<file path="src/rtl/core/blle_pkg.sv">
// Shared types and constants for the bounded linked list engine.
package blle_pkg;

  localparam int CAPACITY_DEF = 16;
  localparam int VALUE_W      = 32;
  localparam int OP_W         = 3;
  localparam int STATUS_W     = 2;
  localparam int IN_TDATA_W   = 40;
  localparam int OUT_TDATA_W  = 40;
  localparam int OUT_PAD_W    = OUT_TDATA_W - VALUE_W - STATUS_W;

  typedef enum logic [OP_W-1:0] {
    OP_PUSH_FRONT = 3'd0,
    OP_PUSH_BACK  = 3'd1,
    OP_DELETE     = 3'd2,
    OP_CLEAR      = 3'd3,
    OP_DUMP       = 3'd4
  } op_t;

  typedef enum logic [STATUS_W-1:0] {
    ST_OK        = 2'd0,
    ST_EMPTY     = 2'd1,
    ST_NOT_FOUND = 2'd2,
    ST_FULL      = 2'd3
  } status_t;

  // Selects the slot address that is read in the next cycle.
  typedef enum logic [1:0] {
    CUR_HOLD = 2'd0,
    CUR_HEAD = 2'd1,
    CUR_TAIL = 2'd2,
    CUR_FWD  = 2'd3
  } cur_sel_t;

  typedef struct packed {
    logic     capture;
    logic     push_alloc;
    logic     push_link;
    logic     del_head;
    logic     del_tail;
    logic     del_mid;
    logic     clear;
    cur_sel_t cur_sel;
    logic     step_clr;
    logic     step_inc;
    logic     emit_status;
    logic     emit_item;
    status_t  status;
  } blle_cmd_t;

  typedef struct packed {
    op_t  op;
    logic count_zero;
    logic full;
    logic match;
    logic last_step;
    logic out_free;
  } blle_stat_t;

endpackage

</file>
<file path="src/rtl/core/blle_ram.sv">
// Generic single-write, single-read RAM with registered read data.
module blle_ram #(
  parameter int WIDTH = blle_pkg::VALUE_W,
  parameter int DEPTH = blle_pkg::CAPACITY_DEF
) (
  input  logic                     clk,
  input  logic                     we,
  input  logic [$clog2(DEPTH)-1:0] waddr,
  input  logic [WIDTH-1:0]         wdata,
  input  logic [$clog2(DEPTH)-1:0] raddr,
  output logic [WIDTH-1:0]         rdata
);

  logic [WIDTH-1:0] mem [DEPTH];

  always_ff @(posedge clk) begin
    if (we) begin
      mem[waddr] <= wdata;
    end
    rdata <= mem[raddr];
  end

endmodule

</file>
<file path="src/rtl/core/blle_dp.sv">
// Datapath: slot memories, free map, head and tail pointers, walk counter, output register.
module blle_dp #(
  parameter int CAPACITY = blle_pkg::CAPACITY_DEF
) (
  input  logic                                clk,
  input  logic                                rst,
  input  logic [blle_pkg::IN_TDATA_W-1:0]     s_tdata,
  input  blle_pkg::blle_cmd_t                 cmd,
  output blle_pkg::blle_stat_t                stat,
  output logic                                m_tvalid,
  input  logic                                m_tready,
  output logic [blle_pkg::OUT_TDATA_W-1:0]    m_tdata,
  output logic                                m_tlast
);

  localparam int IW = $clog2(CAPACITY);
  localparam int CW = $clog2(CAPACITY + 1);
  localparam int VW = blle_pkg::VALUE_W;
  localparam int OW = blle_pkg::OP_W;

  blle_pkg::op_t          op_q;
  logic signed [VW-1:0]   value_q;
  logic [IW-1:0]          head;
  logic [IW-1:0]          tail;
  logic [CW-1:0]          count;
  logic [CAPACITY-1:0]    free_map;
  logic [IW-1:0]          cur;
  logic [IW-1:0]          cur_next;
  logic [CW-1:0]          n;
  logic [IW-1:0]          new_slot;
  logic [IW-1:0]          free_slot;

  logic [VW-1:0]          val_rd;
  logic [IW-1:0]          fwd_rd;
  logic [IW-1:0]          bwd_rd;
  logic                   fwd_we;
  logic [IW-1:0]          fwd_waddr;
  logic [IW-1:0]          fwd_wdata;
  logic                   bwd_we;
  logic [IW-1:0]          bwd_waddr;
  logic [IW-1:0]          bwd_wdata;

  blle_pkg::status_t      out_status;
  logic signed [VW-1:0]   out_item;

  logic is_front;
  logic count_one;

  assign is_front  = (op_q == blle_pkg::OP_PUSH_FRONT);
  assign count_one = (count == CW'(1));

  // Lowest-numbered free slot takes the next entry.
  always_comb begin
    free_slot = '0;
    for (int i = CAPACITY - 1; i >= 0; i--) begin
      if (free_map[i]) begin
        free_slot = IW'(i);
      end
    end
  end

  always_comb begin
    unique case (cmd.cur_sel)
      blle_pkg::CUR_HOLD: cur_next = cur;
      blle_pkg::CUR_HEAD: cur_next = head;
      blle_pkg::CUR_TAIL: cur_next = tail;
      blle_pkg::CUR_FWD:  cur_next = fwd_rd;
      default:            cur_next = cur;
    endcase
  end

  // Forward link writes.
  always_comb begin
    fwd_we    = 1'b0;
    fwd_waddr = free_slot;
    fwd_wdata = '0;
    if (cmd.push_alloc) begin
      fwd_we    = 1'b1;
      fwd_waddr = free_slot;
      fwd_wdata = (is_front && count != '0) ? head : '0;
    end else if (cmd.push_link && !is_front) begin
      fwd_we    = 1'b1;
      fwd_waddr = tail;
      fwd_wdata = new_slot;
    end else if (cmd.del_tail) begin
      fwd_we    = 1'b1;
      fwd_waddr = bwd_rd;
      fwd_wdata = '0;
    end else if (cmd.del_mid) begin
      fwd_we    = 1'b1;
      fwd_waddr = bwd_rd;
      fwd_wdata = fwd_rd;
    end
  end

  // Backward link writes.
  always_comb begin
    bwd_we    = 1'b0;
    bwd_waddr = free_slot;
    bwd_wdata = '0;
    if (cmd.push_alloc) begin
      bwd_we    = 1'b1;
      bwd_waddr = free_slot;
      bwd_wdata = (!is_front && count != '0) ? tail : '0;
    end else if (cmd.push_link && is_front) begin
      bwd_we    = 1'b1;
      bwd_waddr = head;
      bwd_wdata = new_slot;
    end else if (cmd.del_head) begin
      bwd_we    = 1'b1;
      bwd_waddr = fwd_rd;
      bwd_wdata = '0;
    end else if (cmd.del_mid) begin
      bwd_we    = 1'b1;
      bwd_waddr = fwd_rd;
      bwd_wdata = bwd_rd;
    end
  end

  blle_ram #(.WIDTH(VW), .DEPTH(CAPACITY)) u_val_ram (
    .clk   (clk),
    .we    (cmd.push_alloc),
    .waddr (free_slot),
    .wdata (value_q),
    .raddr (cur_next),
    .rdata (val_rd)
  );

  blle_ram #(.WIDTH(IW), .DEPTH(CAPACITY)) u_fwd_ram (
    .clk   (clk),
    .we    (fwd_we),
    .waddr (fwd_waddr),
    .wdata (fwd_wdata),
    .raddr (cur_next),
    .rdata (fwd_rd)
  );

  blle_ram #(.WIDTH(IW), .DEPTH(CAPACITY)) u_bwd_ram (
    .clk   (clk),
    .we    (bwd_we),
    .waddr (bwd_waddr),
    .wdata (bwd_wdata),
    .raddr (cur_next),
    .rdata (bwd_rd)
  );

  // List bookkeeping and output valid.
  always_ff @(posedge clk) begin
    if (rst) begin
      head     <= '0;
      tail     <= '0;
      count    <= '0;
      free_map <= '1;
      m_tvalid <= 1'b0;
    end else begin
      if (cmd.push_alloc) begin
        free_map[free_slot] <= 1'b0;
        count               <= count + CW'(1);
        if (count == '0) begin
          head <= free_slot;
          tail <= free_slot;
        end
      end else if (cmd.push_link) begin
        if (is_front) begin
          head <= new_slot;
        end else begin
          tail <= new_slot;
        end
      end else if (cmd.del_head || cmd.del_tail || cmd.del_mid) begin
        free_map[cur] <= 1'b1;
        count         <= count - CW'(1);
        if (count_one) begin
          head <= '0;
          tail <= '0;
        end else if (cmd.del_head) begin
          head <= fwd_rd;
        end else if (cmd.del_tail) begin
          tail <= bwd_rd;
        end
      end else if (cmd.clear) begin
        free_map <= '1;
        count    <= '0;
        head     <= '0;
        tail     <= '0;
      end

      if (cmd.emit_status || cmd.emit_item) begin
        m_tvalid <= 1'b1;
      end else if (m_tready) begin
        m_tvalid <= 1'b0;
      end
    end
  end

  // Payload registers.
  always_ff @(posedge clk) begin
    if (cmd.capture) begin
      op_q    <= blle_pkg::op_t'(s_tdata[OW-1:0]);
      value_q <= s_tdata[OW+VW-1:OW];
    end
    if (cmd.push_alloc) begin
      new_slot <= free_slot;
    end
    cur <= cur_next;
    if (cmd.step_clr) begin
      n <= '0;
    end else if (cmd.step_inc) begin
      n <= n + CW'(1);
    end
    if (cmd.emit_status) begin
      out_status <= cmd.status;
      out_item   <= '0;
      m_tlast    <= 1'b1;
    end else if (cmd.emit_item) begin
      out_status <= blle_pkg::ST_OK;
      out_item   <= val_rd;
      m_tlast    <= stat.last_step;
    end
  end

  assign m_tdata = {{blle_pkg::OUT_PAD_W{1'b0}}, out_item, out_status};

  assign stat.op         = op_q;
  assign stat.count_zero = (count == '0);
  assign stat.full       = (count >= CW'(CAPACITY));
  assign stat.match      = (val_rd == value_q);
  assign stat.last_step  = ((n + CW'(1)) == count);
  assign stat.out_free   = !m_tvalid || m_tready;

endmodule

</file>
<file path="src/rtl/core/blle_ctrl.sv">
// Controller: sequences each operation and drives datapath commands.
module blle_ctrl (
  input  logic                 clk,
  input  logic                 rst,
  input  logic                 s_tvalid,
  output logic                 s_tready,
  input  blle_pkg::blle_stat_t stat,
  output blle_pkg::blle_cmd_t  cmd
);

  typedef enum logic [2:0] {
    S_IDLE,
    S_DECODE,
    S_PUSH_LINK,
    S_DEL_HEAD,
    S_DEL_TAIL,
    S_DEL_SRCH,
    S_DUMP,
    S_EMIT
  } state_t;

  state_t            state;
  state_t            state_next;
  blle_pkg::status_t code;
  blle_pkg::status_t code_next;

  assign s_tready = (state == S_IDLE);

  always_ff @(posedge clk) begin
    if (rst) begin
      state <= S_IDLE;
      code  <= blle_pkg::ST_OK;
    end else begin
      state <= state_next;
      code  <= code_next;
    end
  end

  always_comb begin
    cmd         = '0;
    cmd.cur_sel = blle_pkg::CUR_HOLD;
    cmd.status  = blle_pkg::ST_OK;
    state_next  = state;
    code_next   = code;
    unique case (state)
      S_IDLE: begin
        if (s_tvalid) begin
          cmd.capture = 1'b1;
          state_next  = S_DECODE;
        end
      end
      S_DECODE: begin
        unique case (stat.op) inside
          blle_pkg::OP_PUSH_FRONT, blle_pkg::OP_PUSH_BACK: begin
            if (stat.full) begin
              code_next  = blle_pkg::ST_FULL;
              state_next = S_EMIT;
            end else begin
              cmd.push_alloc = 1'b1;
              code_next      = blle_pkg::ST_OK;
              state_next     = stat.count_zero ? S_EMIT : S_PUSH_LINK;
            end
          end
          blle_pkg::OP_DELETE: begin
            if (stat.count_zero) begin
              code_next  = blle_pkg::ST_EMPTY;
              state_next = S_EMIT;
            end else begin
              cmd.cur_sel = blle_pkg::CUR_HEAD;
              state_next  = S_DEL_HEAD;
            end
          end
          blle_pkg::OP_CLEAR: begin
            if (stat.count_zero) begin
              code_next = blle_pkg::ST_EMPTY;
            end else begin
              cmd.clear = 1'b1;
              code_next = blle_pkg::ST_OK;
            end
            state_next = S_EMIT;
          end
          blle_pkg::OP_DUMP: begin
            if (stat.count_zero) begin
              code_next  = blle_pkg::ST_EMPTY;
              state_next = S_EMIT;
            end else begin
              cmd.cur_sel  = blle_pkg::CUR_HEAD;
              cmd.step_clr = 1'b1;
              state_next   = S_DUMP;
            end
          end
          default: begin
            // Unused op codes give no result.
            state_next = S_IDLE;
          end
        endcase
      end
      S_PUSH_LINK: begin
        cmd.push_link = 1'b1;
        state_next    = S_EMIT;
      end
      S_DEL_HEAD: begin
        if (stat.match) begin
          cmd.del_head = 1'b1;
          code_next    = blle_pkg::ST_OK;
          state_next   = S_EMIT;
        end else begin
          cmd.cur_sel = blle_pkg::CUR_TAIL;
          state_next  = S_DEL_TAIL;
        end
      end
      S_DEL_TAIL: begin
        if (stat.match) begin
          cmd.del_tail = 1'b1;
          code_next    = blle_pkg::ST_OK;
          state_next   = S_EMIT;
        end else begin
          cmd.cur_sel  = blle_pkg::CUR_HEAD;
          cmd.step_clr = 1'b1;
          state_next   = S_DEL_SRCH;
        end
      end
      S_DEL_SRCH: begin
        if (stat.match) begin
          cmd.del_mid = 1'b1;
          code_next   = blle_pkg::ST_OK;
          state_next  = S_EMIT;
        end else if (stat.last_step) begin
          code_next  = blle_pkg::ST_NOT_FOUND;
          state_next = S_EMIT;
        end else begin
          cmd.step_inc = 1'b1;
          cmd.cur_sel  = blle_pkg::CUR_FWD;
        end
      end
      S_DUMP: begin
        // The read address holds on the current entry while the output is stalled.
        if (stat.out_free) begin
          cmd.emit_item = 1'b1;
          if (stat.last_step) begin
            state_next = S_IDLE;
          end else begin
            cmd.step_inc = 1'b1;
            cmd.cur_sel  = blle_pkg::CUR_FWD;
          end
        end
      end
      S_EMIT: begin
        cmd.status = code;
        if (stat.out_free) begin
          cmd.emit_status = 1'b1;
          state_next      = S_IDLE;
        end
      end
      default: begin
        state_next = S_IDLE;
      end
    endcase
  end

endmodule

</file>
<file path="src/rtl/core/bounded_linked_list_engine.sv">
// Top level of the bounded doubly linked list engine.
// Usage: an input item on s_* carries an operation (push front, push back,
// delete by value, clear, dump) and a value. Results leave on m_* as items
// of status and value, with m_tlast set on the final result of an operation.
// Every operation but dump gives one result; dump gives one result per entry
// from head to tail, or a single empty status for an empty list.
// Timing: one item is taken at a time. Push into a full store gives a full
// status; otherwise it allocates a slot and, unless the list was empty, then
// links it at the head or tail. Delete compares the head, then the tail, then
// walks the list from the head until a match or its end. Dump gives one result
// per cycle while the output is not stalled. The dump and the search step
// through the links at one slot read per cycle, since each read yields the
// address of the next slot. The last result sits in an output register, so the
// next item is taken while it waits. When the receiver stalls, a dump pauses in
// place and the other operations hold their result until the register is free.
// Reset empties the list at once: all slots free, head, tail and count zero.
module bounded_linked_list_engine #(
  parameter int CAPACITY = blle_pkg::CAPACITY_DEF
) (
  input  logic                             clk,
  input  logic                             rst,
  input  logic                             s_tvalid,
  output logic                             s_tready,
  // Bits from low: op [2:0], value [34:3], zero pad [39:35].
  input  logic [blle_pkg::IN_TDATA_W-1:0]  s_tdata,
  output logic                             m_tvalid,
  input  logic                             m_tready,
  // Bits from low: status [1:0], item [33:2], zero pad [39:34].
  output logic [blle_pkg::OUT_TDATA_W-1:0] m_tdata,
  output logic                             m_tlast
);

  blle_pkg::blle_cmd_t  cmd;
  blle_pkg::blle_stat_t stat;

  blle_ctrl u_ctrl (
    .clk      (clk),
    .rst      (rst),
    .s_tvalid (s_tvalid),
    .s_tready (s_tready),
    .stat     (stat),
    .cmd      (cmd)
  );

  blle_dp #(.CAPACITY(CAPACITY)) u_dp (
    .clk      (clk),
    .rst      (rst),
    .s_tdata  (s_tdata),
    .cmd      (cmd),
    .stat     (stat),
    .m_tvalid (m_tvalid),
    .m_tready (m_tready),
    .m_tdata  (m_tdata),
    .m_tlast  (m_tlast)
  );

  // A result is loaded only when the output register can take it.
  a_emit_free: assert property (@(posedge clk) disable iff (rst)
    (cmd.emit_status || cmd.emit_item) |-> stat.out_free)
    else $error("result loaded into a busy output register");

  // At most one list update is commanded in a cycle.
  a_one_update: assert property (@(posedge clk) disable iff (rst)
    $onehot0({cmd.push_alloc, cmd.push_link, cmd.del_head, cmd.del_tail,
              cmd.del_mid, cmd.clear}))
    else $error("conflicting list updates");

  // After an item is taken the engine is not ready for another in the next cycle.
  a_busy_after_take: assert property (@(posedge clk) disable iff (rst)
    (s_tvalid && s_tready) |=> !s_tready)
    else $error("input taken twice in a row");

  // A push is never commanded into a full store.
  a_no_push_full: assert property (@(posedge clk) disable iff (rst)
    cmd.push_alloc |-> !stat.full)
    else $error("slot allocated in a full store");

endmodule
</file>
<file path="config.mk">
export PLATFORM = sky130hd
export DESIGN_NAME = bounded_linked_list_engine
export DESIGN_NICKNAME = d
export VERILOG_FILES = /design/src/rtl/core/blle_pkg.sv /design/src/rtl/core/blle_ram.sv /design/src/rtl/core/blle_dp.sv /design/src/rtl/core/blle_ctrl.sv /design/src/rtl/core/bounded_linked_list_engine.sv
export SDC_FILE = /design/constraint.sdc
export NUM_CORES = 1
export LEC_CHECK = 0
export BUFFER_PORTS_ARGS = -buffer_cell sky130_fd_sc_hd__buf_2
export CAP_MARGIN = 10
export CORE_MARGIN = 4
export CORE_UTILIZATION = 50
export CTS_BUF_LIST = sky130_fd_sc_hd__clkbuf_4 sky130_fd_sc_hd__clkbuf_8 sky130_fd_sc_hd__clkbuf_16
export DETAILED_ROUTE_END_ITERATION = 8
export GPL_TIMING_DRIVEN = 1
export PLACE_DENSITY = 0.64
export SLEW_MARGIN = 20
export SYNTH_ARGS = -nofsm -noshare
export SYNTH_HDL_FRONTEND = slang
export SYNTH_SLANG_ARGS = --single-unit
</file>
<file path="constraint.sdc">
create_clock -name clk -period 13.5 [get_ports clk]
set_clock_uncertainty 0.15 [all_clocks]
set_input_delay 1.35 -clock clk [delete_from_list [all_inputs] [get_ports clk]]
set_output_delay 1.35 -clock clk [all_outputs]
set_load 0.01 [all_outputs]
</file>
# Word-level counts from Yosys, hierarchy flattened
# Memories as Yosys holds them, arrays and structs flattened. A register that Yosys moved wholly into a read port is not among the register bits.
# Index checks and enable logic that the tools add are counted.
# classes
add_sub_neg	3
order_cmp	5
eq_ne	32
muxes	133
bitwise_logic	3
n_reduce_logical	30
# ops
operator	count
$mux W4	49
$mux W16	4
$mux W1	40
$eq A32 B32 Y1	1
$mux W2	16
$mux W3	9
$pmux W3 S8	1
$mux W5	4
$and A16 B16 Y16	1
$not A16 Y16	1
$or A16 B16 Y16	1
$pmux W4 S4	1
$eq A3 B3 Y1 const B	5
$reduce_and A5 Y1	3
$eq A3 B2 Y1 const B	4
$ne A2 B2 Y1 const B	6
$pmux W2 S3	2
$pmux W3 S4	1
$add A5 B1 Y5 const B	2
$lt A4 B5 Y1 const B	2
$ne A5 B2 Y1 const B	2
$pmux W2 S5	1
$ne A3 B3 Y1 const B	3
$demux W1 S4	2
27 further kinds	45
# totals
regBits	118
ramBits	640
out_inout_bits	43
n_memories	3
# mem_list
name	depth	width	read_ports	rd_clocked_by_memory_dff	wr	line_no	source
u_dp.u_val_ram.mem	16	32	1	1	1	blle_ram.sv:14	logic [WIDTH-1:0] mem [DEPTH];
u_dp.u_bwd_ram.mem	16	4	1	1	1	blle_ram.sv:14	
u_dp.u_fwd_ram.mem	16	4	1	1	1	blle_ram.sv:14	

# Longest topological paths before layout
# Gate-level depths: netlist (run 1).
# logic_depth
ltp_word	23
depth_mapped	16
ltp_nobuf	12

# Cells and area by module
# A second synthesis (run 1) with hierarchy kept.
# hier_totals
cells_unflattened	1761
hier_area_um2	31382.6
# by_module_without_submodules
mod	n_inst	cells_per_inst	area_each_um2
blle_ram (u_dp.u_val_ram)	1	838	19835.3
blle_dp	1	572	5607.9
blle_ram (u_dp.u_bwd_ram ...)	2	130	2666.3
blle_ctrl	1	91	606.8

# Worst setup path before layout (run 1)
# No wires, ideal clock.
# synth_timing
kind	register to register
from	register u_dp.op_q[2]
to	register u_dp.free_map[4]
setup_time_ns	0.243
arrival_ns	4.397
t_required_ns	13.107
slack_ns	8.710
stages_incl_launch_ff	8
period_less_slack_ns	4.790
cell_sequence	edfxtp_1 -> clkbuf_1 -> or4_1 -> inv_1 -> buf_1 -> nand4_1 -> nor3_1 -> o21ai_0
# synth_lines
item	line_no	source
start, declared	blle_dp.sv:21	blle_pkg::op_t op_q;
start signal, assigned	blle_dp.sv:198	op_q <= blle_pkg::op_t'(s_tdata[OW-1:0]);
end signal, assigned	blle_dp.sv:153	free_map <= '1;
end signal, assigned by index	blle_dp.sv:157	free_map[free_slot] <= 1'b0;
end signal, assigned by index	blle_dp.sv:170	free_map[cur] <= 1'b1;
end, declared	blle_dp.sv:26	logic [CAPACITY-1:0] free_map;

# Worst setup path in the final report (run 1)
# layout_timing
from	register u_dp.value_q[31]
to	register u_dp.u_bwd_ram.rdata[3], read port of u_dp.u_bwd_ram.mem
# layout_between
elab_chain_cells	5
elab_cells_between_ends	10
# layout_lines
item	line_no	source
start, declared	blle_dp.sv:22	logic signed [VW-1:0] value_q;
start signal, assigned	blle_dp.sv:199	value_q <= s_tdata[OW+VW-1:OW];
$eq A32 B32 Y1 (*)	blle_dp.sv:226	assign stat.match = (val_rd == value_q);
$mux W2, on equally long branches	blle_ctrl.sv:124, blle_ctrl.sv:103, blle_ctrl.sv:113	
$pmux W2 S5 (*)	blle_ctrl.sv:45	unique case (state)
$eq A2 B2 Y1, or another cell as far along	blle_dp.sv:63	unique case (cmd.cur_sel)
$pmux W4 S4 (*)	blle_dp.sv:63	
end, declared	blle_ram.sv:11	output logic [WIDTH-1:0] rdata
# Every way passes the cells marked *; elsewhere a longest branch is shown, timed or not.
# A chain may end at the register's enable or synchronous reset.

==> results of run 1 <==
==> critical path: stages, from the launching register on <==
cell	delay (ns)
edfxtp_1	0.68
xor2_1	0.26
nor4_1	0.72
and4_1	0.55
nand2_1	0.33
a221oi_4	0.34
buf_4	0.53
a31o_4	0.66
clkinv_2	0.67
buf_4	0.58
nand3_2	0.50
buf_4	0.54
o22ai_1	0.25
a211oi_1	0.24
==> sequential cells by signal, summed over array words and instances (netlist names) <==
name                  flops
u_dp.u_val_ram.mem      512
u_dp.u_bwd_ram.mem       64
u_dp.u_fwd_ram.mem       64
u_dp.out_item            32
u_dp.u_val_ram.rdata     32
u_dp.value_q             32
u_dp.free_map            16
u_dp.count                5
u_dp.n                    5
u_dp.cur                  4
u_dp.head                 4
u_dp.new_slot             4
u_dp.tail                 4
u_dp.u_bwd_ram.rdata      4
u_dp.u_fwd_ram.rdata      4
u_ctrl.state              3
u_dp.op_q                 3
u_ctrl.code               2
u_dp.out_status           2
u_dp.m_tlast              1
u_dp.m_tvalid             1
==> power groups by stage <==
stage	registers, W	logic [W]	clock network, W
2_1_floorplan	0.00318	0.00217	0
3_3_place_gp	0.00325	0.00294	0
3_5_place_dp	0.00326	0.00301	0
4_1_cts	0.00321	0.00302	0.00227
5_1_grt	0.00324	0.00324	0.00238
6_report	0.00321	0.00302	0.00224
==> layout by cell type (no fill, tap or decap), types with 16 or more instances in the layout <==
cell,instances
buf_2,75
a2111oi_0,40
mux2i_1,124
nor3_2,16
edfxtp_1,681
o22ai_1,48
clkbuf_4,26
nand2_1,239
inv_1,61
nor2_1,67
xor2_1,35
a211oi_2,20
nor3_1,23
a22o_1,43
a211oi_1,28
nand3_1,44
a311o_1,41
mux2_2,80
buf_4,46
dfxtp_1,117
clkbuf_16,83
o21ai_0,44
a21oi_1,87
a311oi_1,43
a221o_1,40
==> synth_stat cells, types with 41 or more instances <==
cell type and instances:
nand2_1 240, inv_1 62, clkbuf_1 85, a311o_1 41, nor2_1 69, mux2i_1 124, edfxtp_1 681, dfxtp_1 117
a22o_1 43, o21ai_0 44, a21oi_1 87, a311oi_1 43, o22ai_1 48, mux2_2 80, nand3_1 46
==> cells by family (layout without fill, tap and decap cells) <==
family          Yosys count  after routing  synth area share, %
buf+inv                 216            336                 3.01
mux                     204            204                 6.66
fa+ha+maj                 4              4                0.156
flops                   798            798                 70.8
other cells               1              6               0.0117
compound gates          492            492                 11.9
simple gates            454            454                 6.18
xor+xnor                 44             44                 1.24
==> worst max-delay path by stage <==
stage                startpoint                       to  slack, ns  cells after the start
3_5_place_dp           m_tready  u_dp.u_bwd_ram.rdata[0]       6.26                     16
3_3_place_gp           m_tready  u_dp.u_bwd_ram.rdata[2]       6.35                     15
5_1_grt        u_dp.value_q[31]  u_dp.u_bwd_ram.rdata[3]       5.91                     13
6_report       u_dp.value_q[31]  u_dp.u_bwd_ram.rdata[3]       6.25                     13
4_1_cts        u_dp.value_q[31]  u_dp.u_bwd_ram.rdata[2]       6.28                     13
2_1_floorplan      u_dp.op_q[2]         u_dp.free_map[4]       8.71                      7
==> metrics by stage <==
step,setup WS (ns),util (%)
6_report,6.25,57.0
2_1_floorplan,8.71,-
3_5_place_dp,6.26,52.8
4_1_cts,6.28,57.0
3_3_place_gp,6.35,52.8
5_1_grt,5.91,57.0
==> routing by layer <==
metal	share of wire [%]	wire (um)
met5	0.013	11
met4	3.2	2620
met3	6.9	5630
met2	47	38600
met1	43	34800
==> final cells by class <==
type / instances / area [sq um] / area share [%]
well taps: 846 / 1060 / 2.93
clock inverters: 29 / 283 / 0.782
repair buffers: 122 / 741 / 2.05
multi-input cells: 1204 / 8620 / 23.8
flip-flops and latches: 798 / 22800 / 63.0
inverters: 66 / 250 / 0.692
clock buffers: 119 / 2410 / 6.66
==> run_results.csv, run 1 <==
group,metric,value,unit
placement,placed_area,33500,sq um
synthesis,synthArstFlopShare,0,%
route,drt_iter0_markers,2183,
synthesis,yosysWarnings,0,
worst_hold_path,hold_depth,2,
pwr,leakagePower,12.7,nW
timing,rsz0062_at_grt,"no",
grt,grt_overflow,0,
pwr,p_comb_share,35.7,%
route,vias,19600,
timing,finalHoldViolations,0,
final_layout,stdcell_count,3184,
timing,max_freq,0.138,GHz
route,routedWlPerCell,25.6,um
synthesis,synth_cell_type_count,72,
worst_hold_path,min_from,"u_dp.out_item[26]",
placement,gp_congestion,0.894,
flow_run,maxCapViolCount,0,
final_layout,final_cell_area,36200,sq um
worst_setup_path,worst_setup_path_end_kind,"flip-flop",
final_layout,area_growth_syn_to_layout,12.4,%
worst_setup_path,rrSetupSlack,6.25,ns
timing,slew_headroom,32.1,%
synthesis,synth_cells,2213,
route,final_antenna_net_count,0,
timing,finalSetupTns,0,ns
final_layout,fillers,4968,
final_layout,final_nets,2321,
synthesis,netlist_area,32200,sq um
synthesis,synth_edf_count,681,
timing,min_period,7.25,ns
worst_setup_path,arrival,7.63,ns
route,drc_errors,0,
timing,slew_violations,0,
floorplan,rows,92,
placement,io_buffers,75,
clocking,clk-insertion-delay-late,0.62,ns
floorplan,die_w,262,um
pwr,seq_power_share,37.9,%
pwr,power_density,234,nW/um^2
synthesis,synth_area_leaders,"edfxtp_1 64%, dfxtp_1 7.3%, mux2i_1 3.9%",
grt,grt_pass1_wl,122000,um
timing,min_period_over_period,53.7,%
placement,dp_cells,3036,
pwr,total_power,0.00847,W
final_layout,drive_above_1_share,17.4,%
worst_hold_path,holdPathEnd,"u_dp.out_item[26]",
synthesis,synth.top_cell.area_share,63.5,%
floorplan,io_pins,87,
clocking,cts_tree,"done",
grt,track_usage,23.8,%
clocking,clock-sinks,798,
synthesis,ys_seq_elements,798,
worst_hold_path,hp-class,"flip-flop to flip-flop",
grt,first_global_vias,19600,
pwr,p_sw_share,36.3,%
timing,tightest_slew,1.01,ns
clocking,clk_pin_slew,0.06,ns
clocking,cts_buffers,81,
pwr,vdd_drop_max,194,uV
clocking,clock_path_buffers,3,
grt,grtUsageMet3,3.77,%
floorplan,die_area,68500,sq um
grt,grt_max_degree,139,
grt,antenna_found_initial,1,
grt,grt_use_met2,38.5,%
pwr,clkPwrFrac,26.4,%
final_layout,antennaDiodeCount,0,
route,viasPerCell,6.16,
worst_setup_path,rr_startpoint,"u_dp.value_q[31]",
status,status,"completed",
worst_setup_path,worstSetupPathType,"flip-flop to flip-flop",
worst_setup_path,rr_endpoint,"u_dp.u_bwd_ram.rdata[3]",
pwr,internal_power,0.00540,W
synthesis,avgSynthCellArea,14.5,sq um
clocking,post_cts_buffers,0,
worst_setup_path,required,13.88,ns
route,wl,81600,um
floorplan,start_util,50.7,%
clocking,root_buffer,"clkbuf_16",
floorplan,core,63400,sq um
synthesis,ys_seq_area_share,70.8,%
worst_setup_path,start_kind,"flip-flop",
pwr,p_switching,0.00307,W
timing,setup_viol,0,
floorplan,dieHeight,262,um
clocking,cts-htree-levels,3,
grt,busiest_layer,"met2",
placement,dp_hpwl,46200,um
synthesis,synth_ff_type,"edfxtp_1",
worst_setup_path,worst-r2r-cell-count,13,
synthesis,yosys.area.top_type,"edfxtp_1",
timing,hold_ws,0.282,ns
clocking,cts.hold.buffers_added,0,
route,drt_pre_antenna_iters,6,
worst_setup_path,critPathMaxFanout,48,
clocking,cts_resized,0,
grt,use_met1,33.4,%
Note: power is estimated with default switching activity, not from simulation.
==> run 2, diff against run 1 <==
- ABC_AREA: default -> 1
- clock period: 13.5 -> 6.9 ns (I/O delays scaled with it)
==> run 2 against run 1 <==
Compared with the run above: fmax increased by 47%; register-to-register slack lost 4.3 ns; power up 120%; critical endpoint is now u_dp.u_bwd_ram.rdata[0].
==> run_results.csv, run 2 <==
group,metric,value,unit
synthesis,yosysWarnings,0,
timing,min_period_over_period,71.3,%
worst_setup_path,crit_top_cell,"nor2_1",
grt,first_global_vias,23700,
clocking,clock-sinks,798,
placement,gp_congestion,0.922,
grt,grt_max_degree,207,
route,vias,24600,
synthesis,synth.top_cell.area_share,57.6,%
floorplan,io_pins,87,
placement,dp_hpwl,46900,um
placement,io_buffers,75,
worst_hold_path,holdPathEnd,"u_dp.value_q[4]",
synthesis,yosys.area.top_type,"edfxtp_1",
clocking,clock_path_buffers,3,
timing,finalHoldViolations,0,
timing,rsz0062_at_grt,"no",
grt,grt_pass1_wl,137000,um
route,wl,89600,um
final_layout,fillers,6024,
route,routedWlPerCell,19.6,um
status,status,"completed",
synthesis,synthTopCellsByCount,"766 x nand3_1, 681 x edfxtp_1, 665 x inv_1",
grt,antenna_found_initial,1,
clocking,cts_resized,0,
route,drt_pre_antenna_iters,6,
timing,slew_headroom,25.6,%
clocking,cts.hold.buffers_added,0,
grt,grt_overflow,0,
worst_setup_path,crit_chain,"xor2_1 -> nor2_1 -> nand2_1 -> nor2_1 -> nand2_1 -> nor2_2 -> nor2_1 -> nor2_4 -> nand3_4 -> inv_2 -> nor2_1 -> a21oi_4 -> buf_4 -> buf_4 -> nand3_1 -> nand3_1 -> nand2_1",
floorplan,dieHeight,274,um
clocking,clk-insertion-delay-late,0.63,ns
worst_setup_path,slowest_stage,"buf_4",
worst_setup_path,arrival,5.27,ns
clocking,root_buffer,"clkbuf_16",
floorplan,die_w,274,um
clocking,clk_pin_slew,0.06,ns
worst_hold_path,hold_depth,1,
final_layout,regMostFlops,"u_dp.u_val_ram.mem",
synthesis,synth_area_leaders,"edfxtp_1 58%, nand3_1 11%, inv_1 7.0%",
clocking,cts_buffers,83,
worst_setup_path,worstSetupPathType,"flip-flop to flip-flop",
route,drc_errors,0,
pwr,power_density,464,nW/um^2
worst_setup_path,required,7.25,ns
clocking,cts_tree,"done",
synthesis,synth_cells,3544,
final_layout,largest_reg_flops,512,
final_layout,drive_above_1_share,8.39,%
clocking,cts-htree-levels,3,
final_layout,final_nets,3616,
timing,max_freq,0.203,GHz
worst_setup_path,rr_endpoint,"u_dp.u_bwd_ram.rdata[0]",
route,final_antenna_net_count,0,
timing,setup_viol,0,
synthesis,avgSynthCellArea,10.0,sq um
worst_setup_path,rrSetupSlack,1.98,ns
worst_hold_path,hp-class,"input port to flip-flop",
timing,slew_violations,0,
route,drt_iter0_markers,2435,
synthesis,synth_edf_count,681,
floorplan,die_area,75300,sq um
synthesis,netlist_area,35500,sq um
synthesis,yosysMostFrequentCell,"nand3_1",
final_layout,layout_commonest_cell,"nand3_1",
synthesis,synth_cell_type_count,44,
pwr,leakagePower,16.6,nW
pwr,total_power,0.0183,W
flow_run,maxCapViolCount,0,
final_layout,reg_top3,"u_dp.u_val_ram.mem: 512 flops, u_dp.u_bwd_ram.mem: 64 flops, u_dp.u_fwd_ram.mem: 64 flops",
worst_hold_path,min_from,"s_tdata[7]",
floorplan,rows,97,
final_layout,most-common-layout-cells,"766 x nand3_1, 681 x edfxtp_1, 649 x inv_1",
floorplan,start_util,50.6,%
synthesis,synthArstFlopShare,0,%
clocking,post_cts_buffers,0,
timing,tightest_slew,1.12,ns
grt,track_usage,23.8,%
synthesis,ys_seq_elements,798,
worst_setup_path,worst_setup_path_end_kind,"flip-flop",
floorplan,core,70100,sq um
pwr,vdd_drop_max,611,uV
synthesis,synth_ff_type,"edfxtp_1",
worst_setup_path,rr_startpoint,"u_dp.value_q[9]",
worst_setup_path,worst-r2r-cell-count,17,
worst_setup_path,crit_path_start,"u_dp.value_q[9]",
final_layout,area_growth_syn_to_layout,11.1,%
worst_setup_path,critPathMaxStageDelay,0.73,ns
worst_setup_path,critPathMaxFanout,44,
timing,finalSetupTns,0,ns
synthesis,ys_seq_area_share,64.2,%
worst_setup_path,start_kind,"flip-flop",
route,viasPerCell,5.39,
final_layout,antennaDiodeCount,0,
timing,min_period,4.92,ns
[run 2: cell count changes in the layout (fill, tap and decap cells not counted), sizes merged, moves of 44 or more]
cell | before | now
a21oi | 87 | 40
a311oi | 44 | 0
inv | 65 | 674
mux2 | 80 | 0
mux2i | 124 | 0
nand2 | 240 | 625
nand3 | 46 | 769
nand3b | 3 | 160
nor2 | 69 | 132
o22ai | 48 | 0
[run 2: worst max-delay path by stage]
stage,to,depth (start not counted)
after floorplan,u_dp.u_val_ram.mem[0][0],7
after global placement,u_dp.u_bwd_ram.rdata[2],17
after detailed placement,u_dp.u_bwd_ram.rdata[2],17
after CTS,u_dp.u_bwd_ram.rdata[2],17
after global routing,u_dp.u_val_ram.rdata[20],20
final,u_dp.u_bwd_ram.rdata[0],17
[run 2: power by group]
group	internal [W]	leakage, nW	switching (W)
logic	0.00214	8.08	0.00531
registers	0.00587	7.10	0.000440
clock network	0.00267	1.41	0.00183
total	0.0107	16.6	0.00758
[run 2: area by class of cell]
class / instances / area (sq um) / share of cell area (%)
clock inverters: 34 / 320 / 0.813
repair buffers: 117 / 766 / 1.94
flip-flops and latches: 798 / 22800 / 57.8
well taps: 940 / 1180 / 2.98
clock buffers: 119 / 2460 / 6.24
inverters: 674 / 2540 / 6.44
multi-input cells: 1894 / 9360 / 23.8
[run 2: stage by stage]
| step | cells | cell area (sq um) | hold slack, ns | util, % | worst slack [ns] |
|---|---|---|---|---|---|
| floorplan | 3549 | 35500 | 0.279 | - | 1.96 |
| global placement | 4423 | 36600 | 0.285 | 52.2 | 2.08 |
| detailed placement | 4423 | 36600 | 0.292 | 52.2 | 2.04 |
| CTS | 4576 | 39400 | 0.0472 | 56.2 | 2.02 |
| global route | 4576 | 39400 | 0.0546 | 56.2 | 1.62 |
| finish | 4576 | 39400 | 0.0843 | 56.2 | 1.98 |
[run 2: cell families after synthesis]
kind of cell | after synthesis | synth area share [%]
AND/OR/NAND/NOR | 1705 | 22.7
flip-flops | 798 | 64.2
XOR/XNOR | 20 | 0.494
AO/OA/AOI/OAI | 159 | 2.77
other | 1 | 0.0106
adder cells (fa/ha/maj) | 4 | 0.141
buffers and inverters | 857 | 9.64
[run 2: routing by layer]
metal | wire length, um | GRT usage (%) | vias up
li1 | - | - | 11800
met1 | 37900 | 32.3 | 11700
met2 | 42700 | 39.4 | 900
met3 | 6080 | 3.41 | 191
met4 | 2960 | 8.52 | 0
met5 | 0 | 0 | -
[run 2: critical path, delay by kind of cell, from the launching register on]
kind / cells / cell delay [ns]
flops: 1 / 0.65
buf+inv: 3 / 1.38
xor+xnor: 1 / 0.24
simple gates: 12 / 2.19
compound gates: 1 / 0.14
